**src/rtl/hbo_pkg.sv**
```systemverilog
// Shared widths, codes and bus types for the bucket histogram observer.
// No dependencies; every other file imports this package.
`timescale 1ns / 1ps
`default_nettype none

package hbo_pkg;

  localparam int VAL_W      = 32;
  localparam int WGT_W      = 16;
  localparam int SLOT_W     = 4;
  localparam int CNT_W      = 48;
  localparam int SUM_W      = 64;
  localparam int PROD_W     = VAL_W + WGT_W + 1;
  localparam int MAX_BOUNDS_DEF = 15;

  localparam logic [SLOT_W-1:0] BOUNDS_RST = SLOT_W'(11);

  localparam logic [1:0] MODE_OBSERVE = 2'd0;
  localparam logic [1:0] MODE_LOAD    = 2'd1;
  localparam logic [1:0] MODE_READ    = 2'd2;

  // Request from the top-level sequencer to the accumulate unit.
  typedef struct packed {
    logic                    go;
    logic                    observe;
    logic                    in_range;
    logic signed [VAL_W-1:0] val;
    logic [WGT_W-1:0]        weight;
  } acc_req_t;

  // Result of one accumulate pass.
  typedef struct packed {
    logic                    done;
    logic [CNT_W-1:0]        count;
    logic [CNT_W-1:0]        total;
    logic signed [SUM_W-1:0] sum;
  } acc_rsp_t;

endpackage

`default_nettype wire

```
**src/rtl/hbo_bound_scan.sv**
```systemverilog
// Boundary table and the shared compare unit that walks it one entry per cycle.
// Depends on hbo_pkg.
`timescale 1ns / 1ps
`default_nettype none

module hbo_bound_scan
  import hbo_pkg::*;
#(
  parameter int MAX_BOUNDS = MAX_BOUNDS_DEF,
  parameter int IDX_W      = $clog2(MAX_BOUNDS + 1),
  parameter int BA_W       = (MAX_BOUNDS > 1) ? $clog2(MAX_BOUNDS) : 1
) (
  input  wire logic                    clk,
  input  wire logic                    rst_n,
  input  wire logic                    go,
  input  wire logic [IDX_W-1:0]        n,
  input  wire logic signed [VAL_W-1:0] val,
  input  wire logic                    wr_en,
  input  wire logic [BA_W-1:0]         wr_addr,
  input  wire logic signed [VAL_W-1:0] wr_data,
  output logic                         done,
  output logic [IDX_W-1:0]             hit
);

  logic signed [VAL_W-1:0] bnd_mem [MAX_BOUNDS];
  logic signed [VAL_W-1:0] rd_data_r;
  logic [BA_W-1:0]         rd_addr;
  logic [IDX_W-1:0]        idx_r, idx_nxt, idx_inc;
  logic                    active_r, active_nxt;
  logic                    le, last;

  assign idx_inc = idx_r + IDX_W'(1);
  assign le      = (val <= rd_data_r);
  assign last    = (idx_inc == n);
  assign done    = active_r && (le || last);
  assign hit     = le ? idx_r : n;

  always_comb begin
    active_nxt = active_r;
    idx_nxt    = idx_r;
    rd_addr    = '0;
    if (go) begin
      active_nxt = 1'b1;
      idx_nxt    = '0;
    end else if (active_r) begin
      if (done) begin
        active_nxt = 1'b0;
      end else begin
        idx_nxt = idx_inc;
        rd_addr = BA_W'(idx_inc);
      end
    end
  end

  // Read data is registered behind the address, so the entry for idx_r is ready
  // in the cycle where idx_r is compared.
  always_ff @(posedge clk) begin
    if (wr_en) begin
      bnd_mem[wr_addr] <= wr_data;
    end
    rd_data_r <= bnd_mem[rd_addr];
  end

  always_ff @(posedge clk) begin
    if (!rst_n) begin
      active_r <= 1'b0;
      idx_r    <= '0;
    end else begin
      active_r <= active_nxt;
      idx_r    <= idx_nxt;
    end
  end

endmodule

`default_nettype wire

```
**src/rtl/hbo_accum.sv**
```systemverilog
// Bucket count memory, total count, and the multiply and saturating add for the sum.
// Depends on hbo_pkg.
`timescale 1ns / 1ps
`default_nettype none

module hbo_accum
  import hbo_pkg::*;
#(
  parameter int MAX_BOUNDS = MAX_BOUNDS_DEF,
  parameter int IDX_W      = $clog2(MAX_BOUNDS + 1)
) (
  input  wire logic             clk,
  input  wire logic             rst_n,
  input  wire acc_req_t         req,
  input  wire logic [IDX_W-1:0] addr,
  output acc_rsp_t              rsp
);

  localparam int NB = MAX_BOUNDS + 1;

  logic [CNT_W-1:0]        cnt_mem [NB];
  logic [NB-1:0]           vld_r;
  logic [CNT_W-1:0]        rd_data_r;
  logic [IDX_W-1:0]        addr_r;
  logic                    obs_r, rng_r;
  logic                    ph_a_r, ph_b_r;
  logic signed [PROD_W-1:0] prod_r;
  logic signed [WGT_W:0]   w_s;
  logic [CNT_W-1:0]        total_r;
  logic signed [SUM_W-1:0] sum_r;

  logic [CNT_W-1:0]        old_cnt, new_cnt, new_total;
  logic [CNT_W:0]          cnt_add, tot_add;
  logic [SUM_W:0]          sum_add;
  logic signed [SUM_W-1:0] new_sum;

  assign w_s = {1'b0, req.weight};

  always_comb begin
    old_cnt = (rng_r && vld_r[addr_r]) ? rd_data_r : '0;
    cnt_add = {1'b0, old_cnt} + (CNT_W+1)'(req.weight);
    new_cnt = cnt_add[CNT_W] ? '1 : cnt_add[CNT_W-1:0];
    tot_add = {1'b0, total_r} + (CNT_W+1)'(req.weight);
    new_total = tot_add[CNT_W] ? '1 : tot_add[CNT_W-1:0];
    // One extra bit catches signed overflow; the top two bits disagree then.
    sum_add = {sum_r[SUM_W-1], sum_r} + (SUM_W+1)'(prod_r);
    if (sum_add[SUM_W] != sum_add[SUM_W-1]) begin
      new_sum = sum_add[SUM_W] ? {1'b1, {(SUM_W-1){1'b0}}} : {1'b0, {(SUM_W-1){1'b1}}};
    end else begin
      new_sum = sum_add[SUM_W-1:0];
    end
  end

  assign rsp.done  = ph_b_r;
  assign rsp.count = obs_r ? new_cnt : old_cnt;
  assign rsp.total = obs_r ? new_total : total_r;
  assign rsp.sum   = obs_r ? new_sum : sum_r;

  always_ff @(posedge clk) begin
    prod_r    <= $signed(req.val) * w_s;
    rd_data_r <= cnt_mem[addr_r];
    if (ph_b_r && obs_r) begin
      cnt_mem[addr_r] <= new_cnt;
    end
    if (req.go) begin
      addr_r <= addr;
      obs_r  <= req.observe;
      rng_r  <= req.in_range;
    end
  end

  always_ff @(posedge clk) begin
    if (!rst_n) begin
      ph_a_r  <= 1'b0;
      ph_b_r  <= 1'b0;
      vld_r   <= '0;
      total_r <= '0;
      sum_r   <= '0;
    end else begin
      ph_a_r <= req.go;
      ph_b_r <= ph_a_r;
      if (ph_b_r && obs_r) begin
        vld_r[addr_r] <= 1'b1;
        total_r       <= new_total;
        sum_r         <= new_sum;
      end
    end
  end

endmodule

`default_nettype wire

```
**src/rtl/bucket_histogram_observer.sv**
```systemverilog
// Weighted histogram engine: one item accepted per start pulse while not busy.
// Load and read items go from accept straight to the accumulate unit; observe items
// first have the compare unit step through boundaries, one per cycle, until one is
// not below the value or is the last in use (1..n, none when no boundaries are used).
// Results are registered after the accumulate phases and are one-cycle strobes that
// the receiver cannot stall; synchronous active-low reset clears all counts.
`timescale 1ns / 1ps
`default_nettype none

module bucket_histogram_observer
  import hbo_pkg::*;
#(
  parameter int MAX_BOUNDS = MAX_BOUNDS_DEF
) (
  input  wire logic                    clk,
  input  wire logic                    rst_n,
  input  wire logic                    start,
  output logic                         busy,
  input  wire logic [1:0]              in_mode,
  input  wire logic signed [VAL_W-1:0] in_sample_value,
  input  wire logic [WGT_W-1:0]        in_weight,
  input  wire logic [SLOT_W-1:0]       in_slot,
  output logic                         out_valid,
  output logic [SLOT_W-1:0]            out_bucket_hit,
  output logic [CNT_W-1:0]             out_bucket_count,
  output logic [CNT_W-1:0]             out_total_count,
  output logic signed [SUM_W-1:0]      out_total_sum,
  input  wire logic                    cfg_valid,
  output logic                         cfg_ready,
  input  wire logic [SLOT_W-1:0]       cfg_bounds_in_use
);

  localparam int IDX_W = $clog2(MAX_BOUNDS + 1);
  localparam int BA_W  = (MAX_BOUNDS > 1) ? $clog2(MAX_BOUNDS) : 1;

  typedef enum logic [2:0] {
    ST_IDLE  = 3'b001,
    ST_SCAN  = 3'b010,
    ST_ACCUM = 3'b100
  } state_t;

  state_t                  state_r, state_nxt;
  logic [SLOT_W-1:0]       bounds_r;
  logic signed [VAL_W-1:0] val_r;
  logic [WGT_W-1:0]        wgt_r;
  logic [SLOT_W-1:0]       slot_r;
  logic                    obs_r, obs_nxt;
  logic [IDX_W-1:0]        hit_r, hit_nxt;

  logic                    accept;
  logic [IDX_W-1:0]        n_use;
  logic                    slot_load_ok, slot_read_ok;
  logic                    scan_go, scan_done;
  logic [IDX_W-1:0]        scan_hit;
  logic                    bnd_wr;
  acc_req_t                acc_req;
  acc_rsp_t                acc_rsp;
  logic [IDX_W-1:0]        acc_addr;

  logic                    out_valid_r;
  logic [SLOT_W-1:0]       out_hit_r;
  logic [CNT_W-1:0]        out_cnt_r, out_tot_r;
  logic signed [SUM_W-1:0] out_sum_r;

  assign busy      = (state_r != ST_IDLE);
  // The register is never written in the cycle an item is taken.
  assign cfg_ready = !busy && !start;
  assign accept    = start && !busy;

  assign n_use = (32'(bounds_r) < 32'(MAX_BOUNDS)) ? IDX_W'(bounds_r) : IDX_W'(MAX_BOUNDS);
  assign slot_load_ok = (32'(in_slot) < 32'(MAX_BOUNDS));
  assign slot_read_ok = (32'(in_slot) <= 32'(MAX_BOUNDS));
  assign bnd_wr = accept && (in_mode == MODE_LOAD) && slot_load_ok;

  always_comb begin
    state_nxt        = state_r;
    obs_nxt          = obs_r;
    hit_nxt          = hit_r;
    scan_go          = 1'b0;
    acc_req.go       = 1'b0;
    acc_req.observe  = 1'b0;
    acc_req.in_range = 1'b1;
    acc_req.val      = val_r;
    acc_req.weight   = wgt_r;
    acc_addr         = '0;
    case (state_r)
      ST_IDLE: begin
        if (accept) begin
          obs_nxt = (in_mode == MODE_OBSERVE);
          if (in_mode == MODE_OBSERVE && n_use != '0) begin
            scan_go   = 1'b1;
            state_nxt = ST_SCAN;
          end else begin
            // No boundaries in use means bucket zero is the overflow bucket.
            acc_req.go       = 1'b1;
            acc_req.observe  = (in_mode == MODE_OBSERVE);
            acc_req.in_range = (in_mode == MODE_OBSERVE) || slot_read_ok;
            acc_addr         = (in_mode == MODE_OBSERVE) ? '0 : IDX_W'(in_slot);
            hit_nxt          = '0;
            state_nxt        = ST_ACCUM;
          end
        end
      end
      ST_SCAN: begin
        if (scan_done) begin
          acc_req.go      = 1'b1;
          acc_req.observe = 1'b1;
          acc_addr        = scan_hit;
          hit_nxt         = scan_hit;
          state_nxt       = ST_ACCUM;
        end
      end
      ST_ACCUM: begin
        if (acc_rsp.done) begin
          state_nxt = ST_IDLE;
        end
      end
      default: begin
        state_nxt = ST_IDLE;
      end
    endcase
  end

  hbo_bound_scan #(
    .MAX_BOUNDS (MAX_BOUNDS),
    .IDX_W      (IDX_W),
    .BA_W       (BA_W)
  ) u_scan (
    .clk     (clk),
    .rst_n   (rst_n),
    .go      (scan_go),
    .n       (n_use),
    .val     (val_r),
    .wr_en   (bnd_wr),
    .wr_addr (BA_W'(in_slot)),
    .wr_data (in_sample_value),
    .done    (scan_done),
    .hit     (scan_hit)
  );

  hbo_accum #(
    .MAX_BOUNDS (MAX_BOUNDS),
    .IDX_W      (IDX_W)
  ) u_accum (
    .clk   (clk),
    .rst_n (rst_n),
    .req   (acc_req),
    .addr  (acc_addr),
    .rsp   (acc_rsp)
  );

  always_ff @(posedge clk) begin
    if (accept) begin
      val_r  <= in_sample_value;
      wgt_r  <= in_weight;
      slot_r <= in_slot;
    end
    hit_r <= hit_nxt;
    obs_r <= obs_nxt;
    if (acc_rsp.done) begin
      out_hit_r <= obs_r ? SLOT_W'(hit_r) : slot_r;
      out_cnt_r <= acc_rsp.count;
      out_tot_r <= acc_rsp.total;
      out_sum_r <= acc_rsp.sum;
    end
  end

  always_ff @(posedge clk) begin
    if (!rst_n) begin
      state_r     <= ST_IDLE;
      bounds_r    <= BOUNDS_RST;
      out_valid_r <= 1'b0;
    end else begin
      state_r     <= state_nxt;
      out_valid_r <= acc_rsp.done;
      if (cfg_valid && cfg_ready) begin
        bounds_r <= cfg_bounds_in_use;
      end
    end
  end

  assign out_valid        = out_valid_r;
  assign out_bucket_hit   = out_hit_r;
  assign out_bucket_count = out_cnt_r;
  assign out_total_count  = out_tot_r;
  assign out_total_sum    = out_sum_r;

endmodule

`default_nettype wire

```
**config.mk**
```make
export PLATFORM = sky130hd
export DESIGN_NAME = bucket_histogram_observer
export DESIGN_NICKNAME = d
export VERILOG_FILES = /design/src/rtl/hbo_pkg.sv /design/src/rtl/hbo_bound_scan.sv /design/src/rtl/hbo_accum.sv /design/src/rtl/bucket_histogram_observer.sv
export SDC_FILE = /design/constraint.sdc
export NUM_CORES = 2
export LEC_CHECK = 0
export ABC_AREA = 1
export BUFFER_PORTS_ARGS = -buffer_cell sky130_fd_sc_hd__buf_2
export CAP_MARGIN = 10
export CORE_ASPECT_RATIO = 0.9
export CORE_MARGIN = 2
export CORE_UTILIZATION = 50
export CTS_BUF_LIST = sky130_fd_sc_hd__clkbuf_4 sky130_fd_sc_hd__clkbuf_8
export DETAILED_ROUTE_END_ITERATION = 8
export PLACE_DENSITY = 0.71
export SLEW_MARGIN = 20
export SYNTH_ARGS = -nofsm -noshare
export SYNTH_HDL_FRONTEND = slang
export SYNTH_HIERARCHICAL = 1
export SYNTH_SLANG_ARGS = --single-unit
```
**constraint.sdc**
```tcl
create_clock -name clk -period 12.5 [get_ports clk]
set_clock_uncertainty 0.05 [all_clocks]
set_input_delay 2.5 -clock clk [delete_from_list [all_inputs] [get_ports clk]]
set_output_delay 2.5 -clock clk [all_outputs]
set_load 0.02 [all_outputs]
```
Word-level counts from Yosys, hierarchy flattened. Memories as Yosys holds them, arrays and structs flattened. A register that Yosys moved wholly into a read port is not among the register bits. Cells that the tools add are included.

Logic and storage cells: 116. Register bits after elaboration: 419. Bits in writable memories: 1248. Input port bits: 62. Memories kept: 2. ROM bits: 0. Output and inout port bits: 167. Latch bits: 0.

Reduce and logical (&&, ||, !) cells: 21. Muxes and demuxes: 46. Equal/unequal tests: 11. $lt $le $gt $ge: 5. Multipliers: 1. Add/sub/neg operators: 4. Shift-type cells: 0. Div/mod/pow operators: 0. Bitwise logic cells: 3.

Memory list: u_accum.cnt_mem (words 16, width 48, read ports 1, clocked after Yosys merged registers in 1, wr ports 1, line hbo_accum.sv:21) `logic [CNT_W-1:0] cnt_mem [NB];`; u_scan.bnd_mem (words 15, width 32, read ports 1, clocked after Yosys merged registers in 1, wr ports 1, line hbo_bound_scan.sv:25) `logic signed [VAL_W-1:0] bnd_mem [MAX_BOUNDS];`.

Operator list (number): 48-bit two-way mux (5); 64-bit two-way mux (3); 48-bit by 16-bit adder with 49-bit output (2); 64-bit by 49-bit adder with 65-bit output (1); 4-bit two-way mux (13); 32-bit by 17-bit multiplier with 49-bit output (1); 32-bit less-or-equal comparator (1); 3-bit two-way mux (6); 16-bit OR (1); 4-bit one-hot mux with 2 select lines (2); 1-bit two-way mux (12); 1-bit logical AND (10); 3-bit one-hot mux with 3 select lines (1); 4-bit less-than comparator (second input constant) (2); 2-bit != test (second input constant) (3); 4-bit by 5-bit less-than comparator with 1-bit output (second input constant) (1); 4-bit by 1-bit adder with 4-bit output (second input constant) (1); 1-bit binary-select mux with 4-bit select (1); 1-bit demux with 4-bit select (1); 4-bit == test (1); 4-bit by 1-bit greater-or-equal comparator with 1-bit output (second input constant) (1); 2-bit one-hot mux with 2 select lines (1); 2-bit AND reduction (2); 4-bit AND reduction (1); 16 further kinds (18).

Longest topological paths before layout.
Depth after elaboration: 8. Mapped depth: 32. Mapped depth without buffers: 30.

Cells and area by module. The synthesis kept the hierarchy.

By module, submodules not included: hbo_accum (cells each 7022, seq. area each 27786.6 µm², times used 1, area each 65088.7 µm²); hbo_bound_scan (cells each 2196, seq. area each 15154.5 µm², times used 1, area each 22733.1 µm²); bucket_histogram_observer (cells each 311, seq. area each 6796.5 µm², times used 1, area each 7247.0 µm²).

Worst setup path before layout. Ideal clock, no wire load.

Path type: reg-to-reg. From: reg val_r[31]. To: reg u_accum.prod_r[48]. Arrival: 5664 ps. Library setup time: 121 ps. Path buffers: 2. Stages on the path, launching flop included: 23. Path slack: 6665 ps. Data required time: 12329 ps. Cells stage by stage: edfxtp_1 > clkbuf_1 > clkbuf_1 > nand2_1 > fa_1 > fa_1 > inv_1 > fa_1 > fa_1 > fa_1 > inv_1 > fa_1 > inv_1 > ha_1 > a21oi_1 > inv_1 > a21oi_1 > o21ai_0 > a31oi_1 > nand3_1 > nand2_1 > nand3_1 > xor2_1.

Cells in the longest elaborated chain, start to end: 1.

Ends and longest elaborated chain: start: declaration (line bucket_histogram_observer.sv:44) `logic signed [VAL_W-1:0] val_r;`; start signal: assignment (line bucket_histogram_observer.sv:154) `val_r <= in_sample_value;`; 32-bit by 17-bit multiplier with 49-bit output (line hbo_accum.sv:60) `prod_r <= $signed(req.val) * w_s;`; end signal: assignment (line hbo_accum.sv:60); end: declaration (line hbo_accum.sv:27) `logic signed [PROD_W-1:0] prod_r;`.

Every way passes these cells. A chain may end at the register's enable or synchronous reset.

Final worst setup path.
From: reg wgt_r[10]. To: reg u_accum.prod_r[28].

Cells in the longest elaborated chain, start to end: 1.

Ends and longest elaborated chain: start: declaration (line bucket_histogram_observer.sv:45) `logic [WGT_W-1:0] wgt_r;`; start signal: assignment (line bucket_histogram_observer.sv:155) `wgt_r <= in_weight;`; 32-bit by 17-bit multiplier with 49-bit output (line hbo_accum.sv:60).

Every way passes these cells.

==> impl_results.md <==
- RSZ-0062 raised after global routing: false
- R2R Setup Slk: 5570 ps
- Arr. time, crit path: 7770 ps
- Port Buffer Count: about 230
- H-tree levels: 5
- Core area: 0.189 mm²
- Ys flop type: edfxtp_1
- Slew margin rel.: 0.226
- Clock Latency Late Sink: 1090 ps
- Post-synthesis sequential area ratio: 0.523
- Number of global-route vias before repair: 69000
- Largest cells by area after synthesis: edfxtp_1, fa_1, nand2_1
- CP endpoint kind: flop
- VDD IR max: ~0.66 mV
- First drt pass iteration count: 6
- Met2 Usage GRT: 0.417
- Met3 usage: 0.0466
- CTS tree: done
- Setup CP Type: reg -> reg
- Syn nets: 10300
- Endpoints failing setup: 0
- Synth cell count leaders: nand2_1, inv_1, edfxtp_1
- Drt first-iter violations: 8111
- Slew at the pin closest to its max-slew limit: 1160 ps
- Antenna violations before repair: 15
- Drt via density: 5.66
- Syn Std Cell Area: 0.0951 mm²
- Flops & latches, synth: 1747
- Total congestion overflow: 0
- CP Max Fanout: 32
- Worst Setup SP: wgt_r[10]
- CTS Buf Count: 300
- Crit path cell chain: buf_4 -> nand2_1 -> fa_1 -> inv_1 -> fa_1 -> fa_1 -> fa_1 -> fa_1 -> inv_1 -> fa_1 -> inv_1 -> ha_1 -> nand2_1 -> nor2_1 -> inv_1 -> nor2_1 -> inv_1 -> nor4b_1 -> a21oi_1 -> o21ai_0 -> xor2_1
- DP HPWL: roughly 170000 µm
- Max incr delay on CP: 600 ps
- Fin. max-slew vios: 0
- Worst hold path type: reg -> reg
- RD Place Congestion: just under 1
- Min Tclk post-route: approximately 6900 ps
- Pleak: approximately 45 nW
- Cell Count Post-Placement: 11900
- Number of flops mapped to enable cells by yosys: 1475
- Clock Sinks: between 1500 and 2000
- Hold wc startpoint: u_accum/ph_a_r
- Cts repair resizes: 0
- Fraction of layout cells with a size suffix above 1: 0.0996
- CTS Hold Bufs: 0
- Clock Tree Root: clkbuf_8
- Ys Warns: 6
- Busiest grt layer: met2
- Site Rows: roughly 150
- Post-Synthesis Cells: 9529
- GR Util met1: 0.399
- First-pass GRT wire length: a little over 400000 µm
- Final period utilization: 0.554
- Die ar.: 0.194 mm²
- Fmax achieved: roughly 140 MHz
- CP max stage cell: nor4b_1
- Die width: 464 µm
- Sum Neg Setup Slack: 0 ps
- Top-count cell post-synth: nand2_1
- WL final: 271000 µm
- Initial Util: 0.504
- GRT Resource Usage Total: 0.276
- WL/cell: approximately 22 µm
- Post-CTS setup buffers: 0
- Post-synth top area cell: edfxtp_1
- Clock slew at reported path FFs: around 60 ps
- Layout Nets: 10500
- Post-synth cell types: 60
- Reg-to-reg startpoint: wgt_r[10]
- Area share of the largest cell type after synthesis: 0.466
- # Max-Cap Violations: 0
- Finished Layout Cells: 12500
- DRC: 0
- R2R cell count: 21
- Fillers: 16300
- Largest buffer count on any clock path: 4
- Status: finished clean
- CP required: 13350 ps
- Hold Fails Final Rpt: 0
- Via count: 70400
- Min-Delay Path Depth: 2
- Crit-path most repeated cell: fa_1
- Synth-to-Final Area Change: 9.95%
- Syn_area_per_cell: about 10 µm²
- Largest net degree at the start of global routing: 126
- FFs w/ async S/R, synth: 0
- Routed Antenna Nets: 0
- Die height: 418 µm
- Ports: 229
- Pwr dens: 284 mW/mm²
- Startpoint types: flop
## through the flow
step,util,power [mW],area (µm²),setup WS (ps),hold WS [ps]
final,0.554,29.7,105000,5570,415
after global routing,0.554,32.3,105000,5300,414
after global placement,0.523,24.3,98500,5760,356
after detailed placement,0.523,24.4,98600,5740,377
after CTS,0.554,29.6,104000,5630,406
after floorplan,-,19.6,95100,6660,340
## cells in the final DEF (no fill, tap or decap), drive strengths merged, types with 323 or more instances in the layout
master	netlist	layout
a21oi	524	524
a22oi	386	386
buf	97	323
clkbuf	350	446
edfxtp	1475	1475
fa	492	492
inv	1713	1716
nand2	1998	1998
nand3	549	549
nor2	464	464
o21ai	342	342
## final timing paths
check,endpoint
max reg2reg,u_accum/prod_r[28]
min reg2reg,u_accum/ph_b_r
min,u_accum/ph_b_r
max,u_accum/prod_r[28]
## logic make-up after synthesis
group | synth area share
mux | 0.000474
simple gates | 0.153
compound gates | 0.0882
xor+xnor | 0.0120
fa+ha+maj | 0.136
buf+inv | 0.0873
other cells | 0.0000394
flops | 0.523
## metal layers
layer | up-vias | share of wire
met5 | - | 0.000096
met4 | 4 | 0.034
met3 | 564 | 0.10
met2 | 3849 | 0.44
met1 | 34100 | 0.42
li1 | 31900 | -
## flip-flops by register name (all words and copies together), names as in the netlist, 16 cells and up
name,cells
out_bucket_count,48
out_total_count,48
out_total_sum,64
u_accum/cnt_mem,768
u_accum/prod_r,49
u_accum/rd_data_r,48
u_accum/sum_r,64
u_accum/total_r,48
u_accum/vld_r,16
u_scan/bnd_mem,480
u_scan/rd_data_r,32
val_r,32
wgt_r,16
## critical path: cells and delay by family, from the launching register on
kind	cells	cell delay [ps]
DFF	1	590
and+or+nand+nor	5	1070
AOI/OAI and AO/OA	2	480
adders and majority gates	7	3440
xor gates and xnor gates	1	220
buffers and inverters	6	840
## power breakdown
group          internal [mW]  switching, mW
sequential              6.76          0.188
clock                   2.87           2.27
combinational           6.36           11.2
## cell type report
cell class / count / area [µm²] / area share
repair buffers: 323 / 1900 / 0.0182
diodes: 13 / 32.5 / 0.000311
multi-input cells: 5618 / 37300 / 0.357
clock inverters: 65 / 417 / 0.00399
clock buffers: 446 / 5470 / 0.0523
inverters: 1717 / 6460 / 0.0618
well taps: 2524 / 3160 / 0.0302
flip-flops and latches: 1747 / 49700 / 0.476
(Power assumes the default switching activity.)
